===== src/hdl/lz4_block_decompressor_top_assert.svh =====
// ---------------------------------------------------------------------------
// LZ4 block decompressor assertion macros
// Shared concurrent assertion macros for the decompressor RTL.
// ---------------------------------------------------------------------------
`ifndef LZ4_BLOCK_DECOMPRESSOR_TOP_ASSERT_SVH
`define LZ4_BLOCK_DECOMPRESSOR_TOP_ASSERT_SVH
`ifndef SYNTHESIS
`define LZ4_ASSERT_IMP(label, clk, rst, ante, cons) \
  label: assert property (@(posedge clk) disable iff (rst) (ante) |-> (cons)) \
    else $error("assertion failed");
`define LZ4_ASSERT_NEXT(label, clk, rst, ante, cons) \
  label: assert property (@(posedge clk) disable iff (rst) (ante) |=> (cons)) \
    else $error("assertion failed");
`else
`define LZ4_ASSERT_IMP(label, clk, rst, ante, cons)
`define LZ4_ASSERT_NEXT(label, clk, rst, ante, cons)
`endif
`endif


===== src/hdl/lz4_pkg.sv =====
// ---------------------------------------------------------------------------
// LZ4 decompressor package
// Shared types and constants of the LZ4 block decompressor.
// ---------------------------------------------------------------------------
package lz4_pkg;
  localparam int PosW = 26;
  localparam int HistAw = 16;
  localparam int QDepth = 4;
  localparam int QAw = 2;
  localparam logic [PosW-1:0] LenMax = '1;

  localparam logic [1:0] StRun = 2'd0;
  localparam logic [1:0] StOk = 2'd1;
  localparam logic [1:0] StErr = 2'd2;

  localparam logic [1:0] RegSize = 2'd0;
  localparam logic [1:0] RegTgtEn = 2'd1;
  localparam logic [1:0] RegTgtPos = 2'd2;

  typedef struct packed {
    logic       req_type;
    logic [7:0] in_byte;
    logic       in_last;
  } in_item_t;

  typedef struct packed {
    logic            out_valid;
    logic [7:0]      out_byte;
    logic            copy_pending;
    logic            done_res;
    logic [1:0]      status;
    logic            literal_found;
    logic [PosW-1:0] literal_pos;
  } out_item_t;

  typedef struct packed {
    logic [PosW-1:0] expected_out_size;
    logic            target_enable;
    logic [24:0]     target_pos;
  } cfg_t;

  // Work handed from the parser to the output stage.
  typedef struct packed {
    logic            wr;       // output byte written to history
    logic            rd;       // byte comes from history
    logic [7:0]      lit;
    logic [HistAw-1:0] addr;   // write address
    logic [HistAw-1:0] raddr;  // read address for a copy
    logic            copy_pending;
    logic            done_res;
    logic [1:0]      status;
    logic            literal_found;
    logic [PosW-1:0] literal_pos;
  } work_t;
endpackage


===== src/hdl/lz4_parse.sv =====
// ---------------------------------------------------------------------------
// LZ4 parser
// Front part: accepts requests and walks the sequence state, one per cycle while take is high.
// ---------------------------------------------------------------------------
`include "lz4_block_decompressor_top_assert.svh"
module lz4_parse import lz4_pkg::*; (
  input  logic     clk,
  input  logic     rst,
  input  cfg_t     cfg,
  input  logic     take,
  input  in_item_t item,
  output work_t    work
);
  typedef enum logic [7:0] {
    PH_TOKEN = 8'b00000001, PH_LIT_EXT = 8'b00000010, PH_LITERALS = 8'b00000100,
    PH_OFF_LO = 8'b00001000, PH_OFF_HI = 8'b00010000, PH_MATCH_EXT = 8'b00100000,
    PH_COPY = 8'b01000000, PH_DONE = 8'b10000000
  } phase_t;

  phase_t phase, phase_next;
  logic [3:0] nib, nib_next;
  logic [PosW-1:0] lrem, lrem_next, mrem, mrem_next, spos, spos_next;
  logic [PosW-1:0] opos, opos_next, fpos, fpos_next;
  logic [15:0] mdist, mdist_next;
  logic fflag, fflag_next, eac, eac_next;
  logic [1:0] st, st_next;
  logic [PosW-1:0] room, sum_in, len_sum, mlen;
  logic [PosW:0] raw_sum, raw_m;
  logic size_ok;

  assign room = (cfg.expected_out_size > opos) ? cfg.expected_out_size - opos : '0;
  assign sum_in = (phase == PH_LIT_EXT) ? lrem : mrem;
  assign raw_sum = {1'b0, sum_in} + {{(PosW-7){1'b0}}, item.in_byte};
  assign len_sum = raw_sum[PosW] ? LenMax : raw_sum[PosW-1:0];
  assign size_ok = (opos == cfg.expected_out_size);

  always_comb begin
    logic [PosW-1:0] mbase;
    logic [15:0] d;
    phase_next = phase; nib_next = nib; lrem_next = lrem; mrem_next = mrem;
    spos_next = spos; opos_next = opos; fpos_next = fpos; mdist_next = mdist;
    fflag_next = fflag; eac_next = eac; st_next = st;
    work = '0;
    work.addr = opos[HistAw-1:0];
    work.raddr = opos[HistAw-1:0] - mdist;
    work.lit = item.in_byte;
    mbase = '0; d = mdist; raw_m = '0; mlen = '0;
    if (take && phase != PH_DONE) begin
      if (item.req_type) begin
        if (phase == PH_COPY) begin
          work.wr = 1'b1; work.rd = 1'b1;
          opos_next = opos + 1'b1;
          mrem_next = mrem - 1'b1;
          if (mrem == {{(PosW-1){1'b0}}, 1'b1}) begin
            if (eac) begin
              phase_next = PH_DONE;
              st_next = (opos_next == cfg.expected_out_size) ? StOk : StErr;
            end else begin
              phase_next = PH_TOKEN;
            end
          end
        end
      end else begin
        spos_next = spos + 1'b1;
        case (phase)
          PH_TOKEN: begin
            nib_next = item.in_byte[3:0];
            if (item.in_byte[7:4] == 4'hf) begin
              lrem_next = PosW'(15);
              if (item.in_last) begin
                phase_next = PH_DONE; st_next = StErr;
              end else begin
                phase_next = PH_LIT_EXT;
              end
            end else if (PosW'(item.in_byte[7:4]) > room) begin
              phase_next = PH_DONE; st_next = StErr;
            end else if (item.in_byte[7:4] == 4'h0) begin
              lrem_next = '0;
              if (item.in_last) begin
                phase_next = PH_DONE; st_next = size_ok ? StOk : StErr;
              end else begin
                phase_next = PH_OFF_LO;
              end
            end else if (item.in_last) begin
              phase_next = PH_DONE; st_next = StErr;
            end else begin
              lrem_next = PosW'(item.in_byte[7:4]);
              phase_next = PH_LITERALS;
            end
          end
          PH_LIT_EXT: begin
            lrem_next = len_sum;
            if (item.in_last) begin
              phase_next = PH_DONE; st_next = StErr;
            end else if (item.in_byte != 8'hff) begin
              if (len_sum > room) begin
                phase_next = PH_DONE; st_next = StErr;
              end else begin
                phase_next = PH_LITERALS;
              end
            end
          end
          PH_LITERALS: begin
            if (cfg.target_enable && opos == {1'b0, cfg.target_pos}) begin
              fflag_next = 1'b1; fpos_next = spos;
            end
            work.wr = 1'b1;
            opos_next = opos + 1'b1;
            lrem_next = lrem - 1'b1;
            if (lrem == {{(PosW-1){1'b0}}, 1'b1}) begin
              if (item.in_last) begin
                phase_next = PH_DONE;
                st_next = (opos_next == cfg.expected_out_size) ? StOk : StErr;
              end else begin
                phase_next = PH_OFF_LO;
              end
            end else if (item.in_last) begin
              phase_next = PH_DONE; st_next = StErr;
            end
          end
          PH_OFF_LO: begin
            mdist_next = {8'h00, item.in_byte};
            if (item.in_last) begin
              phase_next = PH_DONE; st_next = StErr;
            end else begin
              phase_next = PH_OFF_HI;
            end
          end
          PH_OFF_HI, PH_MATCH_EXT: begin
            d = (phase == PH_OFF_HI) ? {item.in_byte, mdist[7:0]} : mdist;
            mdist_next = d;
            if (phase == PH_OFF_HI && nib == 4'hf) begin
              mrem_next = PosW'(15);
              if (item.in_last) begin
                phase_next = PH_DONE; st_next = StErr;
              end else begin
                phase_next = PH_MATCH_EXT;
              end
            end else if (phase == PH_MATCH_EXT && item.in_byte == 8'hff) begin
              mrem_next = len_sum;
              if (item.in_last) begin
                phase_next = PH_DONE; st_next = StErr;
              end
            end else begin
              mbase = (phase == PH_OFF_HI) ? PosW'(nib) : len_sum;
              raw_m = {1'b0, mbase} + (PosW+1)'(4);
              mlen = raw_m[PosW] ? LenMax : raw_m[PosW-1:0];
              mrem_next = mlen;
              if (d == 16'h0 || PosW'(d) > opos || mlen > room) begin
                phase_next = PH_DONE; st_next = StErr;
              end else begin
                eac_next = item.in_last;
                phase_next = PH_COPY;
              end
            end
          end
          default: begin
            phase_next = PH_DONE; st_next = StErr;
          end
        endcase
      end
    end
    work.copy_pending = (phase_next == PH_COPY);
    work.done_res = (phase_next == PH_DONE);
    work.status = (phase_next == PH_DONE) ? st_next : StRun;
    work.literal_found = fflag_next;
    work.literal_pos = fflag_next ? fpos_next : '0;
  end

  always_ff @(posedge clk) begin
    if (rst) begin
      phase <= PH_TOKEN; nib <= '0; lrem <= '0; mrem <= '0; spos <= '0;
      opos <= '0; fpos <= '0; mdist <= '0; fflag <= 1'b0; eac <= 1'b0; st <= StRun;
    end else begin
      phase <= phase_next; nib <= nib_next; lrem <= lrem_next; mrem <= mrem_next;
      spos <= spos_next; opos <= opos_next; fpos <= fpos_next; mdist <= mdist_next;
      fflag <= fflag_next; eac <= eac_next; st <= st_next;
    end
  end

  `LZ4_ASSERT_IMP(a_copy_rem, clk, rst, phase == PH_COPY, mrem != '0)
  `LZ4_ASSERT_NEXT(a_done_holds, clk, rst, phase == PH_DONE, phase == PH_DONE && $stable(st))
  `LZ4_ASSERT_IMP(a_rd_wr, clk, rst, work.rd, work.wr)
endmodule


===== config.mk =====
export PLATFORM = sky130hd
export DESIGN_NAME = lz4_parse
export DESIGN_NICKNAME = d
export VERILOG_FILES = /design/src/hdl/lz4_pkg.sv /design/src/hdl/lz4_parse.sv
export VERILOG_INCLUDE_DIRS = /design/src /design/src/hdl
export SDC_FILE = /design/constraint.sdc
export NUM_CORES = 1
export LEC_CHECK = 0
export BUFFER_PORTS_ARGS = -buffer_cell sky130_fd_sc_hd__buf_2
export CAP_MARGIN = 20
export CORE_ASPECT_RATIO = 0.8
export CORE_MARGIN = 4
export CORE_UTILIZATION = 55
export CTS_CLUSTER_SIZE = 8
export DETAILED_ROUTE_END_ITERATION = 8
export PLACE_DENSITY = 0.85
export SLEW_MARGIN = 20
export SYNTH_ARGS = -nofsm -noshare
export SYNTH_HDL_FRONTEND = slang
export SYNTH_SLANG_ARGS = --single-unit

===== constraint.sdc =====
create_clock -name clk -period 17.2 [get_ports clk]
set_clock_uncertainty 0.05 [all_clocks]
set_input_delay 5.16 -clock clk [delete_from_list [all_inputs] [get_ports clk]]
set_output_delay 5.16 -clock clk [all_outputs]
set_load 0.02 [all_outputs]

==> results of run 1 <==
==> cell usage in the layout, fill, tap and decap left out, drive strengths merged, types with 91 or more instances in the layout <==
| cell type | Yosys | routed |
|---|---|---|
| buf | 55 | 180 |
| ha | 128 | 128 |
| nor2 | 228 | 228 |
| xnor2 | 91 | 91 |
| xor2 | 93 | 93 |
| nand2 | 364 | 364 |
| dfxtp | 162 | 162 |
| o21ai | 130 | 130 |
| inv | 82 | 91 |
| a21oi | 172 | 172 |
==> cell usage after synthesis, types with 10 or more instances <==
library cell / number / area share (%)
a211oi_1: 30 / 1.3
a211oi_2: 13 / 0.94
a21o_1: 27 / 1.2
a21oi_1: 170 / 4.9
a22oi_1: 27 / 1.2
a31oi_1: 23 / 0.84
and2_1: 22 / 0.80
and3_1: 30 / 1.1
and4_1: 13 / 0.66
buf_2: 19 / 0.55
buf_4: 28 / 1.2
clkbuf_1: 112 / 2.4
dfxtp_1: 162 / 19
ha_1: 128 / 9.3
inv_1: 82 / 1.8
mux2i_1: 22 / 1.3
nand2_1: 364 / 7.9
nand2b_1: 24 / 0.87
nand3_1: 81 / 2.4
nand4_1: 61 / 2.2
nor2_1: 226 / 4.9
nor2b_1: 19 / 0.69
nor3_1: 69 / 2.0
nor4_1: 46 / 1.7
o211ai_1: 16 / 0.70
o21a_1: 17 / 0.74
o21ai_0: 118 / 3.4
o21ai_1: 11 / 0.32
o221ai_1: 10 / 0.51
o22ai_1: 15 / 0.55
o31ai_1: 15 / 0.65
or2_2: 10 / 0.36
or3_1: 24 / 0.87
or4_1: 15 / 0.65
xnor2_1: 91 / 4.6
xor2_1: 93 / 4.7
==> final cells by class <==
class | count | area share [%]
clock buffers | 17 | 2.29
multi-input cells | 1999 | 69.3
diodes | 1 | 0.0134
well taps | 413 | 2.78
inverters | 83 | 1.67
clock inverters | 15 | 1.12
repair buffers | 180 | 5.43
flip-flops and latches | 162 | 17.4
==> power groups by stage <==
stage | clock (mW) | sequential, mW | combinational [mW]
global route | 0.446 | 0.389 | 0.224
finish | 0.426 | 0.388 | 0.206
floorplan | 0 | 0.392 | 0.145
CTS | 0.430 | 0.388 | 0.199
global placement | 0 | 0.396 | 0.192
detailed placement | 0 | 0.397 | 0.198
==> metrics by stage <==
step	power (mW)	area [um2]
CTS	1.02	18600
finish	1.02	18600
global placement	0.589	18000
detailed placement	0.595	18000
floorplan	0.537	17200
global route	1.06	18600
==> registers in the layout, indices dropped and copies added (netlist names), 2 cells and up <==
signal	flops
spos	26
fpos	26
opos	26
phase	8
nib	4
st	2
mdist	16
mrem	26
lrem	26
==> critical path, delay by kind of cell <==
kind | cells | cell delay (ns)
buffers and inverters | 6 | 1.03
AOI/OAI and AO/OA | 7 | 1.58
and+or+nand+nor | 12 | 2.67
muxes | 1 | 0.39
adders and majority gates | 3 | 0.87
==> logic make-up (layout without fill, tap and decap cells) <==
family | count (synthesis) | count (layout)
AO/OA/AOI/OAI | 592 | 592
XOR/XNOR | 184 | 184
adder cells (fa/ha/maj) | 131 | 131
buffers and inverters | 250 | 295
flip-flops | 162 | 162
multiplexers | 38 | 38
other | 0 | 1
AND/OR/NAND/NOR | 1054 | 1054
==> worst max path at each step <==
stage / start / endpoint / slack (ns)
4_1_cts: item[1] / work[28] / 0.37
5_1_grt: item[1] / work[28] / 0.03
6_report: item[1] / work[28] / 0.26
3_5_place_dp: item[1] / work[28] / 0.46
3_3_place_gp: item[1] / work[28] / 0.62
2_1_floorplan: item[1] / work[27] / 1.10
==> layer usage <==
metal / routed length [um] / global-route usage, %
met2: 26900 / 52.7
met5: 0 / 0
met4: 1920 / 10.6
met1: 25600 / 49.5
met3: 8820 / 10.9
==> impl_metrics.yaml, run 1 <==
route:
  wl_per_cell_um: 22.0
  firstDrtPassIters: 9
  routed_via_density: 6.71
  drc: 0
  antenna_left: 0
  wirelength_um: 63300
  drt_iter0_drc: 2814
  dr_total_vias: 19300
global_route:
  overflow: 0
  grt_pass1_wl_um: 98500
  grt_max_degree: 83
  track_usage_pct: 35.5
  antenna_found_initial: 2
  grt_pass1_vias: 17900
critical_path:
  r2r-start: "phase[1]"
  cp.required_ns: 11.99
  critical_path_arrival_ns: 11.73
  crit_top_cell: "buf_4"
  reg2regPathDepth: 30
  path_max_fanout: 22
  cp_slowest_cell: "fa_1"
  r2r_end: "st[1]"
  path_class: "primary input to output port"
  reg2reg_slack_ns: 8.94
  max_stage_delay_ns: 0.41
  startpoint_type: "primary input"
  endpoint_kind: "output port"
sta:
  drv_slew: 0
  setup_violations: 0
  holdWs_ns: 0.405
  max_freq_mhz: 59.0
  finalCritPeriodShare_pct: 98.5
  hold_viol_final: 0
  period_minus_slack_ns: 16.94
  setup_tns_ns: 0
  worst_slew_pin_slew_ns: 1.14
  slew_headroom_pct: 23.6
  rsz0062_at_grt: "no"
  worst_slack_ns: 0.260
yosys:
  synth.distinct_cells: 103
  syn_inst: 2411
  synth_top_family_by_area: "simple AND/OR/NAND/NOR gates"
  synth_xor_area_share_pct: 9.36
  synth_edf_count: 0
  async_flop_share_pct: 0
  synth_flop_cell: "dfxtp_1"
  yosys.area_share.simple_pct: 29.9
  avgSynthCellArea_um2: 7.14
  synth_compound_area_share_pct: 22.9
  yosysWarnings: 0
  synth_fa_ha_area_share_pct: 9.65
  synth_seq_cells: 162
  syn_area_mm2: 0.0172
  ys_seq_area_share_pct: 18.8
  synthMuxAreaShare_pct: 2.86
  synth_nets: 2607
power:
  leakage_nw: 7.61
  power.density_mw_per_mm2: 54.8
  comb_power_share_pct: 20.2
  power_frac_seq_pct: 38.1
  intPower_mw: 0.678
  sw_frac_of_total_pct: 33.5
  p_switching_mw: 0.342
  clock_power_share_pct: 41.7
  irDropWorstVdd_v: 0.0000757
clock_tree:
  h-tree-depth: 4
  cts_tree: "built"
  hold_buffers: 0
  clock_latency_ns: 0.46
  clock_sinks: 162
  root_buffer: "clkbuf_16"
  cts-buffers-inserted: 17
  cts_buffer_depth: 2
  cts_resized: 0
  cts_setup_buffers: 0
  path_clk_slew_ns: 0.07
floorplan:
  die_h_um: 166
  ios: 138
  core_mm2: 0.0306
  dieArea_mm2: 0.0342
  start_util_pct: 56.3
  die_w_um: 206
  rows: 57
finish:
  finalNonFillerCells: 2870
  final_nets: 2639
  drive_gt1_share_pct: 12.1
  area_growth_pct: 8.14
  fin_util_pct: 60.8
  nFillCells: 2783
  multi_input_area_mm2: 0.0129
  regArea_mm2: 0.00324
hold_path:
  hold_path_end: "fpos[4]"
  hold_depth: 2
  min_from: "fpos[4]"
  hp-class: "flip-flop to flip-flop"
placement:
  place_inst: 2837
  place.gp.congestion: 1.04
  hpwl_um: 48500
  port_buffers: 137
  place_ws_ns: 0.455
run_status:
  status: "finished, final reports clean"
job:
  cap_violations: 0
Note: power is estimated with default switching activity, not from simulation.
==> inputs of run 2 (changes only) <==
--- a/config.mk
+++ b/config.mk
@@ -8,12 +8,14 @@
 export LEC_CHECK = 0
 export BUFFER_PORTS_ARGS = -buffer_cell sky130_fd_sc_hd__buf_2
 export CAP_MARGIN = 20
+export CELL_PAD_IN_SITES_DETAIL_PLACEMENT = 0
+export CELL_PAD_IN_SITES_GLOBAL_PLACEMENT = 1
 export CORE_ASPECT_RATIO = 0.8
 export CORE_MARGIN = 4
-export CORE_UTILIZATION = 55
+export CORE_UTILIZATION = 46
 export CTS_CLUSTER_SIZE = 8
 export DETAILED_ROUTE_END_ITERATION = 8
-export PLACE_DENSITY = 0.85
+export PLACE_DENSITY = 0.94
 export SLEW_MARGIN = 20
 export SYNTH_ARGS = -nofsm -noshare
 export SYNTH_HDL_FRONTEND = slang
==> run 2 against run 1 <==
  * Core utilization decreased by 10 points
  * Final area is essentially flat
  * Critical path type unchanged
  * Global-route usage fell by 5.5 points
  * Combinational power about the same
  * Register-to-register slack improved by 0.25 ns
  * Highest routed layer unchanged
  * Critical endpoint unchanged
  * Maximum frequency increased by 0.50%
  * Sequential power hardly changed
  * Hold slack better by 0.0022 ns
==> impl_metrics.yaml, run 2 (synthesis gave the netlist of run 1 again) <==
critical_path:
  path_class: "primary input to output port"
  crit_top_cell: "ha_1"
  r2r_end: "st[1]"
  reg2regPathDepth: 28
  reg2reg_slack_ns: 9.19
  max_stage_delay_ns: 0.54
  critPathLaunch: "item[1]"
  cp.required_ns: 11.99
  critical_path_arrival_ns: 11.65
  r2r-start: "phase[1]"
  startpoint_type: "primary input"
  path_max_fanout: 8
  cp_slowest_cell: "a221oi_1"
  endpoint_kind: "output port"
sta:
  finalCritPeriodShare_pct: 98.0
  drv_slew: 0
  period_minus_slack_ns: 16.86
  hold_viol_final: 0
  setup_violations: 0
  setup_tns_ns: 0
  worst_slew_pin_slew_ns: 1.25
  max_freq_mhz: 59.3
  slew_headroom_pct: 16.0
  rsz0062_at_grt: "no"
power:
  leakage_nw: 7.57
  power.density_mw_per_mm2: 53.7
  irDropWorstVdd_v: 0.0000924
global_route:
  antenna_found_initial: 1
  grt_max_degree: 62
  overflow: 0
  grt_pass1_vias: 17400
  grt_pass1_wl_um: 98600
  track_usage_pct: 30.0
job:
  cap_violations: 0
run_status:
  status: "finished, final reports clean"
finish:
  final_cell_mix: "364 x nand2_1, 226 x nor2_1, 170 x a21oi_1, 162 x dfxtp_1, 136 x buf_2"
  multi_input_area_mm2: 0.0129
  area_growth_pct: 8.24
  drive_gt1_share_pct: 11.9
  layout_commonest_cell: "nand2_1"
  final_nets: 2636
  diodes: 0
  regArea_mm2: 0.00324
  nFillCells: 3634
  finalNonFillerCells: 2939
floorplan:
  ios: 138
  die_w_um: 224
  dieArea_mm2: 0.0406
  start_util_pct: 46.6
  rows: 63
  core_mm2: 0.0370
  die_h_um: 181
clock_tree:
  clock_latency_ns: 0.48
  cts_buffer_depth: 2
  clock_sinks: 162
  cts-buffers-inserted: 17
  cts_tree: "built"
  h-tree-depth: 4
  root_buffer: "clkbuf_16"
  path_clk_slew_ns: 0.07
placement:
  hpwl_um: 48400
  place.gp.congestion: 0.989
  place_inst: 2906
  port_buffers: 137
route:
  drc: 0
  wirelength_um: 63100
  antenna_left: 0
  routed_via_density: 6.38
  firstDrtPassIters: 6
  drt_iter0_drc: 2269
  dr_total_vias: 18800
  wl_per_cell_um: 21.5
hold_path:
  hp-class: "flip-flop to flip-flop"
  hold_path_end: "fpos[6]"
  min_from: "fpos[6]"
  hold_depth: 2
[run 2: cell types whose count changed in the layout (fill, tap and decap cells not counted), sizes merged]
cell	change
inv	-4
buf	-3
clkinvlp	+1
diode	-1
clkbuf	+2
[run 2: stage by stage]
stage	hold WS (ns)	instance area [um2]	util (%)	power [mW]	setup slack [ns]
global route	0.434	18600	50.4	1.04	0.0432
global placement	0.392	18000	48.7	0.593	0.442
finish	0.407	18600	50.4	1.00	0.345
CTS	0.407	18600	50.3	0.998	0.238
floorplan	0.387	17200	-	0.537	1.10
detailed placement	0.397	18000	48.7	0.596	0.284
[run 2: worst max path at each step]
stage	to	slack, ns	depth (start not counted)
detailed placement	work[28]	0.28	29
floorplan	work[27]	1.10	32
finish	work[28]	0.34	29
CTS	work[28]	0.24	29
global route	work[27]	0.04	25
global placement	work[28]	0.44	29
[run 2: worst max-delay path: cells and delay by family]
| family | cells | cell delay (ns) |
|---|---|---|
| simple gates | 12 | 2.51 |
| compound gates | 9 | 2.20 |
| fa+ha+maj | 4 | 1.17 |
| buf+inv | 4 | 0.59 |
[run 2: timing repair]
action,CTS,global route
hold buffers,0,0
hold endpoints to repair,0,0
setup endpoints to repair,0,4
resized for setup,0,2
setup buffers,0,2
[run 2: report_power, final]
part | switching (mW) | internal [mW] | leakage (nW) | total, mW
clock | 0.185 | 0.220 | 0.287 | 0.406
combinational | 0.132 | 0.0740 | 5.98 | 0.206
sequential | 0.00938 | 0.379 | 1.31 | 0.389
total | 0.326 | 0.674 | 7.57 | 1.00
[run 2: area by class of cell]
type	instances	share of cell area, %
Tap cell	487	3.27
Clock buffer	19	2.38
Inverter	83	1.67
Multi-Input combinational cell	1999	69.2
Timing Repair Buffer	177	5.31
Clock inverter	12	0.779
Sequential cell	162	17.4
[run 2: metal layers]
metal,GRT usage [%],up-vias,wire (um)
li1,-,8750,-
met1,43.1,8839,27500
met2,44.2,1034,26400
met3,7.83,142,7300
met4,8.79,0,1880
met5,0,-,0
